$ cat src/hdl/pngu_pkg.sv
`default_nettype none
package pngu_pkg;

	localparam int MAX_ROW_BYTES_DEF = 16384;
	localparam int MAX_ROWS_DEF      = 4096;
	localparam int NUM_FILT          = 5;

	typedef enum logic [2:0] {
		FILT_NONE  = 3'd0,
		FILT_SUB   = 3'd1,
		FILT_UP    = 3'd2,
		FILT_AVG   = 3'd3,
		FILT_PAETH = 3'd4
	} filt_t;

	typedef enum logic [1:0] {
		REG_ROW_BYTES = 2'd0,
		REG_BPP       = 2'd1,
		REG_ROW_COUNT = 2'd2
	} reg_idx_t;

	typedef struct packed {
		logic  is_data;
		logic  emit;
		logic  row_end;
		logic  image_end;
		logic  bad;
		logic  have_above;
		logic  have_left;
		filt_t filt;
	} pngu_ctl_t;

endpackage
`default_nettype wire

$ cat src/hdl/pngu_recon.sv
`default_nettype none
module pngu_recon (
	input  wire logic                 [7:0] raw,
	input  wire pngu_pkg::pngu_ctl_t        ctl,
	input  wire logic                 [7:0] left_byte,
	input  wire logic                 [7:0] above_byte,
	input  wire logic                 [7:0] upleft_byte,
	output logic                      [7:0] val,
	output logic                      [7:0] b_used
);
	import pngu_pkg::*;

	logic [7:0] a;
	logic [7:0] b;
	logic [7:0] c;
	logic [8:0] sum_ab;
	logic [8:0] c2;
	logic [7:0] pa;
	logic [7:0] pb;
	logic [8:0] pc;
	logic [7:0] paeth;
	logic [7:0] pred;

	always_comb begin
		a      = ctl.have_left ? left_byte : 8'd0;
		b      = ctl.have_above ? above_byte : 8'd0;
		c      = (ctl.have_left && ctl.have_above) ? upleft_byte : 8'd0;
		sum_ab = {1'b0, a} + {1'b0, b};
		c2     = {c, 1'b0};
		// distances of a+b-c to a, b and c
		pa     = (b > c) ? b - c : c - b;
		pb     = (a > c) ? a - c : c - a;
		pc     = (sum_ab > c2) ? sum_ab - c2 : c2 - sum_ab;
		priority if (({1'b0, pa} <= {1'b0, pb}) && ({1'b0, pa} <= pc)) begin
			paeth = a;
		end else if ({1'b0, pb} <= pc) begin
			paeth = b;
		end else begin
			paeth = c;
		end
		unique case (ctl.filt)
			FILT_SUB:   pred = a;
			FILT_UP:    pred = b;
			FILT_AVG:   pred = sum_ab[8:1];
			FILT_PAETH: pred = paeth;
			default:    pred = 8'd0;
		endcase
		val    = raw + pred;
		b_used = b;
	end

endmodule
`default_nettype wire

$ cat config.mk
export PLATFORM = sky130hd
export DESIGN_NAME = pngu_recon
export DESIGN_NICKNAME = d
export VERILOG_FILES = /design/src/hdl/pngu_pkg.sv /design/src/hdl/pngu_recon.sv
export SDC_FILE = /design/constraint.sdc
export NUM_CORES = 1
export LEC_CHECK = 0
export ABC_AREA = 1
export BUFFER_PORTS_ARGS = -buffer_cell sky130_fd_sc_hd__buf_2
export CORE_MARGIN = 4
export CORE_UTILIZATION = 51
export DETAILED_ROUTE_END_ITERATION = 7
export PLACE_DENSITY = 0.82
export SETUP_SLACK_MARGIN = 0.15
export SLEW_MARGIN = 20
export SYNTH_ARGS = -nofsm -noshare
export SYNTH_HDL_FRONTEND = slang
export SYNTH_SLANG_ARGS = --single-unit
export TNS_END_PERCENT = 50
$ cat constraint.sdc
create_clock -name vclk -period 13.5
set_clock_uncertainty 0.2 [all_clocks]
set_input_delay 3.375 -clock vclk [all_inputs]
set_output_delay 3.375 -clock vclk [all_outputs]
set_load 0.02 [all_outputs]
==> results of run 1 <==
worst paths after layout:
| check | startpoint | end | slack [ns] | depth (start not counted) |
|---|---|---|---|---|
| max | ctl[4] | val[7] | 0.44 | 45 |
| min | raw[0] | val[0] | 6.90 | 3 |
metal layers:
| metal | routed length, um | vias to the layer above | part of all wire [%] |
|---|---|---|---|
| li1 | - | 2123 | - |
| met1 | 5000 | 2030 | 41 |
| met2 | 5990 | 229 | 49 |
| met3 | 783 | 48 | 6.4 |
| met4 | 503 | 0 | 4.1 |
| met5 | 0 | - | 0 |
final cells by class:
cell class / count / area [sq um] / area share [%]
Inverter: 117 / 444 / 9.84
Tap cell: 96 / 120 / 2.66
Timing Repair Buffer: 87 / 556 / 12.3
Multi-Input combinational cell: 480 / 3400 / 75.2
cell families after synthesis:
kind of cell | share of synthesized area, %
multiplexers | 0.815
XOR/XNOR | 7.84
AO/OA/AOI/OAI | 17.1
adder cells (fa/ha/maj) | 25.5
AND/OR/NAND/NOR | 35.6
buffers and inverters | 13.2
critical path: cells and delay by family:
family / cells / cell delay (ns)
multiplexers: 1 / 0.21
AO/OA/AOI/OAI: 11 / 1.58
buffers and inverters: 9 / 0.88
adder cells (fa/ha/maj): 5 / 1.10
XOR/XNOR: 2 / 0.51
AND/OR/NAND/NOR: 17 / 1.82
metrics by stage:
step	setup slack [ns]	cell area, sq um	cells	hold WS [ns]
after floorplan	0.611	3690	602	6.69
after global placement	0.130	4200	769	6.89
after detailed placement	-0.123	4200	769	6.90
after CTS	0.171	4230	769	6.90
after global routing	0.0717	4520	780	6.93
final	0.443	4520	780	6.90
what timing repair did:
action	CTS	global route
buffers inserted	0	11
gates resized for setup	12	63
endpoints found under the setup margin	3	4
pin swaps	1	28
layout by cell type, fill, tap and decap left out, drive strengths merged, types with 2 or more instances in the layout:
master and count:
nand2 162, inv 115, buf 86, ha 67, a21oi 46, nand3 46, nor2 42, o21ai 30
xor2 23, xnor2 10, o211ai 9, nand4 8, fa 5, nor3 4, or2 4, o21a 3
mux2i 3, clkinv 2, o21bai 2, o22ai 2, a21boi 2
power by group:
part	total [mW]	switching [mW]	internal, mW
clock	0	0	0
sequential	0	0	0
combinational	0.526	0.315	0.212
==> flow_metrics.py, run 1 <==
metrics = {
    "outcome": {
        "run_status": "finished clean",
    },
    "final_layout": {
        "finish.net_count": 800,
        "filler_cell_count": 642,
        "nClkBuffers": 0,
        "drive_above_1_share_pct": 28.8,
        "seq_cells": 0,
        "insertedDiodeCount": 0,
        "area_growth_pct": 22.5,
        "ff_latch_area_sq_um": 0,
        "finalCoreUtilization_pct": 65.4,
    },
    "yosys": {
        "leading_cell_types_by_total_area_after_synthesis": "ha_1 (23%), nand2_1 (14%), inv_1 (11%)",
        "synth_top_area_share_pct": 22.7,
        "synth.yosys.seq_area_share_pct": 0,
        "yosys_warnings": 0,
        "netlist_instances": 602,
        "syn_nets": 716,
        "count_leader_synth": "nand2_1",
        "synth_common_cells": "nand2_1 (133), inv_1 (105), ha_1 (67), a21oi_1 (44), nand3_1 (37)",
        "synthesis.area_per_instance_sq_um": 6.12,
        "most_area_hungry_cell_type_in_the_yosys_netlist": "ha_1",
        "synth.cell_area_sq_um": 3690,
        "synth.lib_cells_used.distinct": 48,
    },
    "detailed_routing": {
        "drt_first_iter_violations": 331,
        "count_of_tritonroute_iterations_in_the_first_routing_pass": 5,
        "route.detailed.wl_per_inst_um": 15.7,
        "post-route-drc-count": 0,
        "count_of_antenna_violating_nets_left_after_detailed_routing": 0,
        "vias_per_cell": 5.68,
        "routed_wirelength_mm": 12.3,
        "dr_total_vias": 4430,
    },
    "global_routing": {
        "grt_max_degree": 14,
        "first_global_vias": 4031,
        "grtUsageMet3_pct": 1.77,
        "busiest_layer": "met2",
        "met2_usage_pct": 46.9,
        "use_met1_pct": 32.8,
        "first_pass_grt_wire_length_mm": 18.5,
        "antenna_found_initial": 0,
        "globalRoute.totalOverflow": 0,
        "grt_util_all_layers_pct": 25.9,
    },
    "sta": {
        "setup_violations": 0,
        "achievable-frequency_ghz": 0.0766,
        "tightestPinTransition_ns": 0.919,
        "layout_worst_path_cycle_share_pct": 96.7,
        "timing_hold_violations_final": 0,
        "totalNegativeSetupSlack_ns": 0,
        "timing.slew.headroom_pct": 38.3,
        "drv_slew": 0,
        "grt_setup_unrepaired": "false",
        "post-route-min-period_ns": 13.06,
    },
    "die": {
        "initial_utilization_pct": 53.4,
        "die_h_um": 93.0,
        "floorplan.rows": 30,
        "horiz_die_dim_um": 93.0,
        "die-area_sq_um": 8650,
        "design.core.area_sq_um": 6910,
        "io_pins": 58,
    },
    "power": {
        "power.static_leakage_nw": 2.64,
        "total_power_mw": 0.526,
        "power_density_nw_per_um2": 117,
        "ir_drop_v": 0.0000735,
    },
    "critical_path": {
        "crit_path_end_kind": "primary output",
        "critical_path.slowest_cell": "xor2_1",
        "timing.critical_path.slowest_cell_delay_ns": 0.33,
        "crit_path_launch_type": "input port",
        "worst-setup-path-type": "in2out",
        "arrival_ns": 9.48,
        "worst-endpoint-required_ns": 9.93,
        "worst-path-max-fanout": 8,
    },
    "place": {
        "buffer_ports.inserted": 53,
        "dpl.hpwl_mm": 10.0,
        "place.gp.congestion": 0.961,
    },
    "min_path": {
        "timing.hold.worst.class": "in2out",
    },
    "clock_tree": {
        "cts.hold.buffers_added": 0,
    },
    "flow_run": {
        "max-cap-violations": 0,
    },
}
(Power assumes the default switching activity.)
==> run 2, diff against run 1 <==
==> constraint.sdc (replaced) <==
create_clock -name vclk -period 13.5
set_clock_uncertainty 0.2 [all_clocks]
set_input_delay 0.675 -clock vclk [all_inputs]
set_output_delay 0.675 -clock vclk [all_outputs]
set_load 0.02 [all_outputs]
==> flow_metrics.py, run 2 (same netlist as run 1, synthesis figures left out) <==
metrics = {
    "outcome": {
        "run_status": "finished clean",
    },
    "sta": {
        "achievable-frequency_ghz": 0.111,
        "totalNegativeSetupSlack_ns": 0,
        "timing_hold_violations_final": 0,
        "post-route-min-period_ns": 9.03,
        "grt_setup_unrepaired": "false",
        "layout_worst_path_cycle_share_pct": 66.9,
        "drv_slew": 0,
        "setup_violations": 0,
        "timing.slew.headroom_pct": 37.3,
        "tightestPinTransition_ns": 0.933,
    },
    "clock_tree": {
        "cts.repair_timing.setup_buffer_count": 0,
        "cts_resized": 0,
        "cts.hold.buffers_added": 0,
    },
    "global_routing": {
        "globalRoute.totalOverflow": 0,
        "first_pass_grt_wire_length_mm": 17.7,
        "antenna_found_initial": 0,
        "grt_util_all_layers_pct": 24.9,
        "grt_max_degree": 17,
        "first_global_vias": 3822,
    },
    "critical_path": {
        "worst-setup-path-type": "in2out",
        "crit_path_end_kind": "primary output",
        "arrival_ns": 8.16,
        "crit_path_launch_type": "input port",
        "timing.critical_path.slowest_cell_delay_ns": 0.34,
        "worst-path-max-fanout": 15,
        "worst-endpoint-required_ns": 12.62,
        "critical_path.slowest_cell": "buf_2",
        "crit_path_frequent_cell": "nand2_1",
    },
    "final_layout": {
        "ff_latch_area_sq_um": 0,
        "insertedDiodeCount": 0,
        "layout.cells.most_common": "nand2_1",
        "area_growth_pct": 9.30,
        "multiInputGateArea_sq_um": 3200,
        "layoutNonFillerInstCount": 746,
        "filler_cell_count": 700,
        "nClkBuffers": 0,
        "seq_cells": 0,
        "finish.net_count": 766,
        "layout_common_cells": "nand2_1 (133), inv_1 (105), ha_1 (67)",
        "drive_above_1_share_pct": 18.8,
    },
    "place": {
        "place.gp.congestion": 0.944,
        "dpl.hpwl_mm": 9.37,
        "dp_cells": 746,
        "buffer_ports.inserted": 53,
    },
    "power": {
        "total_power_mw": 0.427,
        "power.static_leakage_nw": 2.44,
        "power_density_nw_per_um2": 106,
        "ir_drop_v": 0.0000538,
    },
    "die": {
        "horiz_die_dim_um": 93.0,
        "die_h_um": 93.0,
        "initial_utilization_pct": 53.4,
        "design.core.area_sq_um": 6910,
        "floorplan.rows": 30,
        "die-area_sq_um": 8650,
        "io_pins": 58,
    },
    "min_path": {
        "timing.hold.worst.class": "in2out",
    },
    "detailed_routing": {
        "count_of_antenna_violating_nets_left_after_detailed_routing": 0,
        "drt_first_iter_violations": 225,
        "dr_total_vias": 4103,
        "count_of_tritonroute_iterations_in_the_first_routing_pass": 5,
        "post-route-drc-count": 0,
        "route.detailed.wl_per_inst_um": 14.5,
        "vias_per_cell": 5.50,
        "routed_wirelength_mm": 10.8,
    },
    "flow_run": {
        "max-cap-violations": 0,
    },
}
[run 2: area by class of cell]
| type | count | share of cell area, % |
|---|---|---|
| Multi-Input combinational cell | 480 | 79.4 |
| Inverter | 117 | 11.0 |
| Timing Repair Buffer | 53 | 6.58 |
| Tap cell | 96 | 2.98 |
[run 2: metrics by stage]
step / utilization [%] / instance area [sq um] / setup WS (ns) / hold WS (ns)
after CTS: 58.3 / 4030 / 4.57 / 1.50
after detailed placement: 58.3 / 4030 / 4.61 / 1.50
after floorplan: - / 3690 / 6.01 / 1.29
after global routing: 58.3 / 4030 / 3.72 / 1.51
final: 58.3 / 4030 / 4.47 / 1.49
after global placement: 58.3 / 4030 / 4.79 / 1.49
[run 2: layer usage]
| layer | wire length [um] | GRT usage [%] | part of all wire, % | vias up |
|---|---|---|---|---|
| met1 | 4710 | 33.0 | 44 | 1845 |
| met4 | 422 | 8.06 | 3.9 | 0 |
| met5 | 0 | 0 | 0 | - |
| met2 | 5010 | 43.4 | 46 | 177 |
| met3 | 641 | 0.805 | 5.9 | 33 |
| li1 | - | - | - | 2048 |
[run 2: worst paths after layout]
kind | startpoint | to | depth (start not counted)
worst max-delay path | ctl[4] | val[7] | 46
worst min-delay path | raw[0] | val[0] | 3
[run 2: worst max-delay path, delay by kind of cell]
family,cells,cell delay (ns)
compound gates,14,2.28
mux,1,0.28
fa+ha+maj,5,1.36
simple gates,18,2.24
buf+inv,6,0.92
xor+xnor,2,0.41
[run 2: where the power goes]
group          switching (mW)  internal (mW)
clock                       0              0
combinational           0.276          0.152
sequential                  0              0
==> run 3, diff against run 2 <==
- ABC_AREA: 1 -> 0
- PLACE_DENSITY: 0.82 -> 0.81
- clock period: 13.5 -> 8.5 ns (I/O delays scaled with it)
==> flow_metrics.py, run 3 <==
metrics = {
    "die": {
        "die_h_um": 97.2,
        "die-area_sq_um": 9450,
        "io_pins": 58,
        "design.core.area_sq_um": 7730,
        "horiz_die_dim_um": 97.2,
        "initial_utilization_pct": 52.5,
        "floorplan.rows": 32,
    },
    "yosys": {
        "syn_nets": 702,
        "netlist_instances": 588,
        "synth.yosys.seq_area_share_pct": 0,
        "synth_common_cells": "ha_1 (67), a21oi_1 (61), inv_1 (54), nand2_1 (53), nor2_1 (43)",
        "leading_cell_types_by_total_area_after_synthesis": "ha_1 (21%), a21oi_1 (7.5%), xnor2_1 (6.0%)",
        "yosys_warnings": 0,
        "most_area_hungry_cell_type_in_the_yosys_netlist": "ha_1",
        "synthesis.area_per_instance_sq_um": 6.90,
        "synth_top_area_share_pct": 20.7,
        "synth.lib_cells_used.distinct": 74,
        "count_leader_synth": "ha_1",
        "synth.cell_area_sq_um": 4060,
    },
    "global_routing": {
        "antenna_found_initial": 0,
        "first_pass_grt_wire_length_mm": 21.9,
        "globalRoute.totalOverflow": 0,
        "grt_max_degree": 27,
        "grt_util_all_layers_pct": 27.2,
        "first_global_vias": 4388,
    },
    "sta": {
        "post-route-min-period_ns": 8.03,
        "totalNegativeSetupSlack_ns": 0,
        "setup_violations": 0,
        "post-route-worst-setup-slack_ns": 0.472,
        "achievable-frequency_ghz": 0.125,
        "tightestPinTransition_ns": 0.597,
        "timing_hold_violations_final": 0,
        "drv_slew": 0,
        "grt_setup_unrepaired": "false",
        "fin_worst_hold_slack_ns": 0.996,
        "timing.slew.headroom_pct": 59.0,
        "layout_worst_path_cycle_share_pct": 94.4,
    },
    "final_layout": {
        "seq_cells": 0,
        "layout_common_cells": "ha_1 (62), a21oi_1 (53), buf_2 (52)",
        "multiInputGateArea_sq_um": 3940,
        "insertedDiodeCount": 0,
        "layout.cells.most_common": "ha_1",
        "area_growth_pct": 19.0,
        "drive_above_1_share_pct": 24.5,
        "nClkBuffers": 0,
        "ff_latch_area_sq_um": 0,
        "finish.net_count": 765,
        "filler_cell_count": 691,
    },
    "critical_path": {
        "worst-endpoint-required_ns": 7.88,
        "worst-setup-path-type": "in2out",
        "critical_path.slowest_cell": "or4b_1",
        "worst-path-max-fanout": 8,
        "crit_path_end_kind": "primary output",
        "worstSetupStartpoint": "ctl[4]",
        "timing.critical_path.slowest_cell_delay_ns": 0.57,
        "crit_path_launch_type": "input port",
        "arrival_ns": 7.40,
    },
    "detailed_routing": {
        "count_of_tritonroute_iterations_in_the_first_routing_pass": 5,
        "drt_first_iter_violations": 408,
        "routed_wirelength_mm": 13.7,
        "count_of_antenna_violating_nets_left_after_detailed_routing": 0,
        "dr_total_vias": 4678,
        "vias_per_cell": 6.23,
        "post-route-drc-count": 0,
        "route.detailed.wl_per_inst_um": 18.2,
    },
    "place": {
        "place.gp.congestion": 1.06,
        "post-place-ws_ns": -0.0575,
        "buffer_ports.inserted": 53,
        "dpl.hpwl_mm": 11.1,
    },
    "min_path": {
        "timing.hold.worst.class": "in2out",
        "worstHoldStart": "raw[0]",
    },
    "power": {
        "power_density_nw_per_um2": 161,
        "ir_drop_v": 0.0000771,
        "power.static_leakage_nw": 2.32,
    },
    "clock_tree": {
        "cts.hold.buffers_added": 0,
    },
    "outcome": {
        "run_status": "finished clean",
    },
    "flow_run": {
        "max-cap-violations": 0,
    },
}
==> run 3: cell types whose count changed after synthesis, sizes merged, moves of 15 or more <==
cell / previous run / this run
nand2: 162 / 55
a21oi: 46 / 62
buf: 4 / 19
nand3: 46 / 14
xnor2: 10 / 28
a21o: 1 / 17
inv: 115 / 55
==> run 3: final timing paths <==
| check | to | slack [ns] | cells after the start |
|---|---|---|---|
| max | val[7] | 0.47 | 35 |
| min | val[0] | 1.0 | 3 |
==> run 3: cells by family after synthesis <==
kind of cell,count (synthesis),share of synthesized area (%)
AOI/OAI and AO/OA,195,31.5
xor gates and xnor gates,40,8.63
adders and majority gates,75,23.9
buffers and inverters,85,8.97
muxes,19,4.84
and+or+nand+nor,174,22.2
==> run 3: metrics by stage <==
stage | instances | util [%] | total power [mW] | instance area [sq um]
detailed placement | 737 | 58.4 | 0.679 | 4510
floorplan | 588 | - | 0.515 | 4120
CTS | 741 | 58.9 | 0.701 | 4550
global placement | 737 | 58.4 | 0.650 | 4510
global route | 751 | 62.5 | 0.847 | 4830
finish | 751 | 62.5 | 0.777 | 4830
==> run 3: critical path: cells and delay by family <==
family,cells,cell delay (ns)
fa+ha+maj,3,1.04
xor+xnor,3,0.54
simple gates,6,1.49
compound gates,17,2.89
buf+inv,5,0.78
mux,1,0.23
==> run 3: final cells by class <==
class | count | share of cell area (%)
multi-input cells | 503 | 81.6
repair buffers | 90 | 11.4
inverters | 56 | 4.35
well taps | 102 | 2.64
==> run 3: metal layers <==
metal	share of wire [%]	wire length, um	track usage (%)	vias to the layer above
li1	-	-	-	2243
met1	42	5740	36.4	2174
met2	48	6580	47.7	227
met3	7.1	971	1.94	34
met4	2.9	397	6.07	0
met5	0	0	0	-
==> run 3: timing repair <==
action / CTS / global route
gates resized for setup: 2 / 44
pin swaps: 3 / 23
setup endpoints to repair: 2 / 4
setup buffers: 4 / 10
==> run 3: where the power goes <==
| part | switching, mW | total [mW] | internal (mW) | leakage [nW] |
|---|---|---|---|---|
| combinational | 0.450 | 0.777 | 0.326 | 2.32 |
| sequential | 0 | 0 | 0 | 0 |
| clock | 0 | 0 | 0 | 0 |
| total | 0.450 | 0.777 | 0.326 | 2.32 |
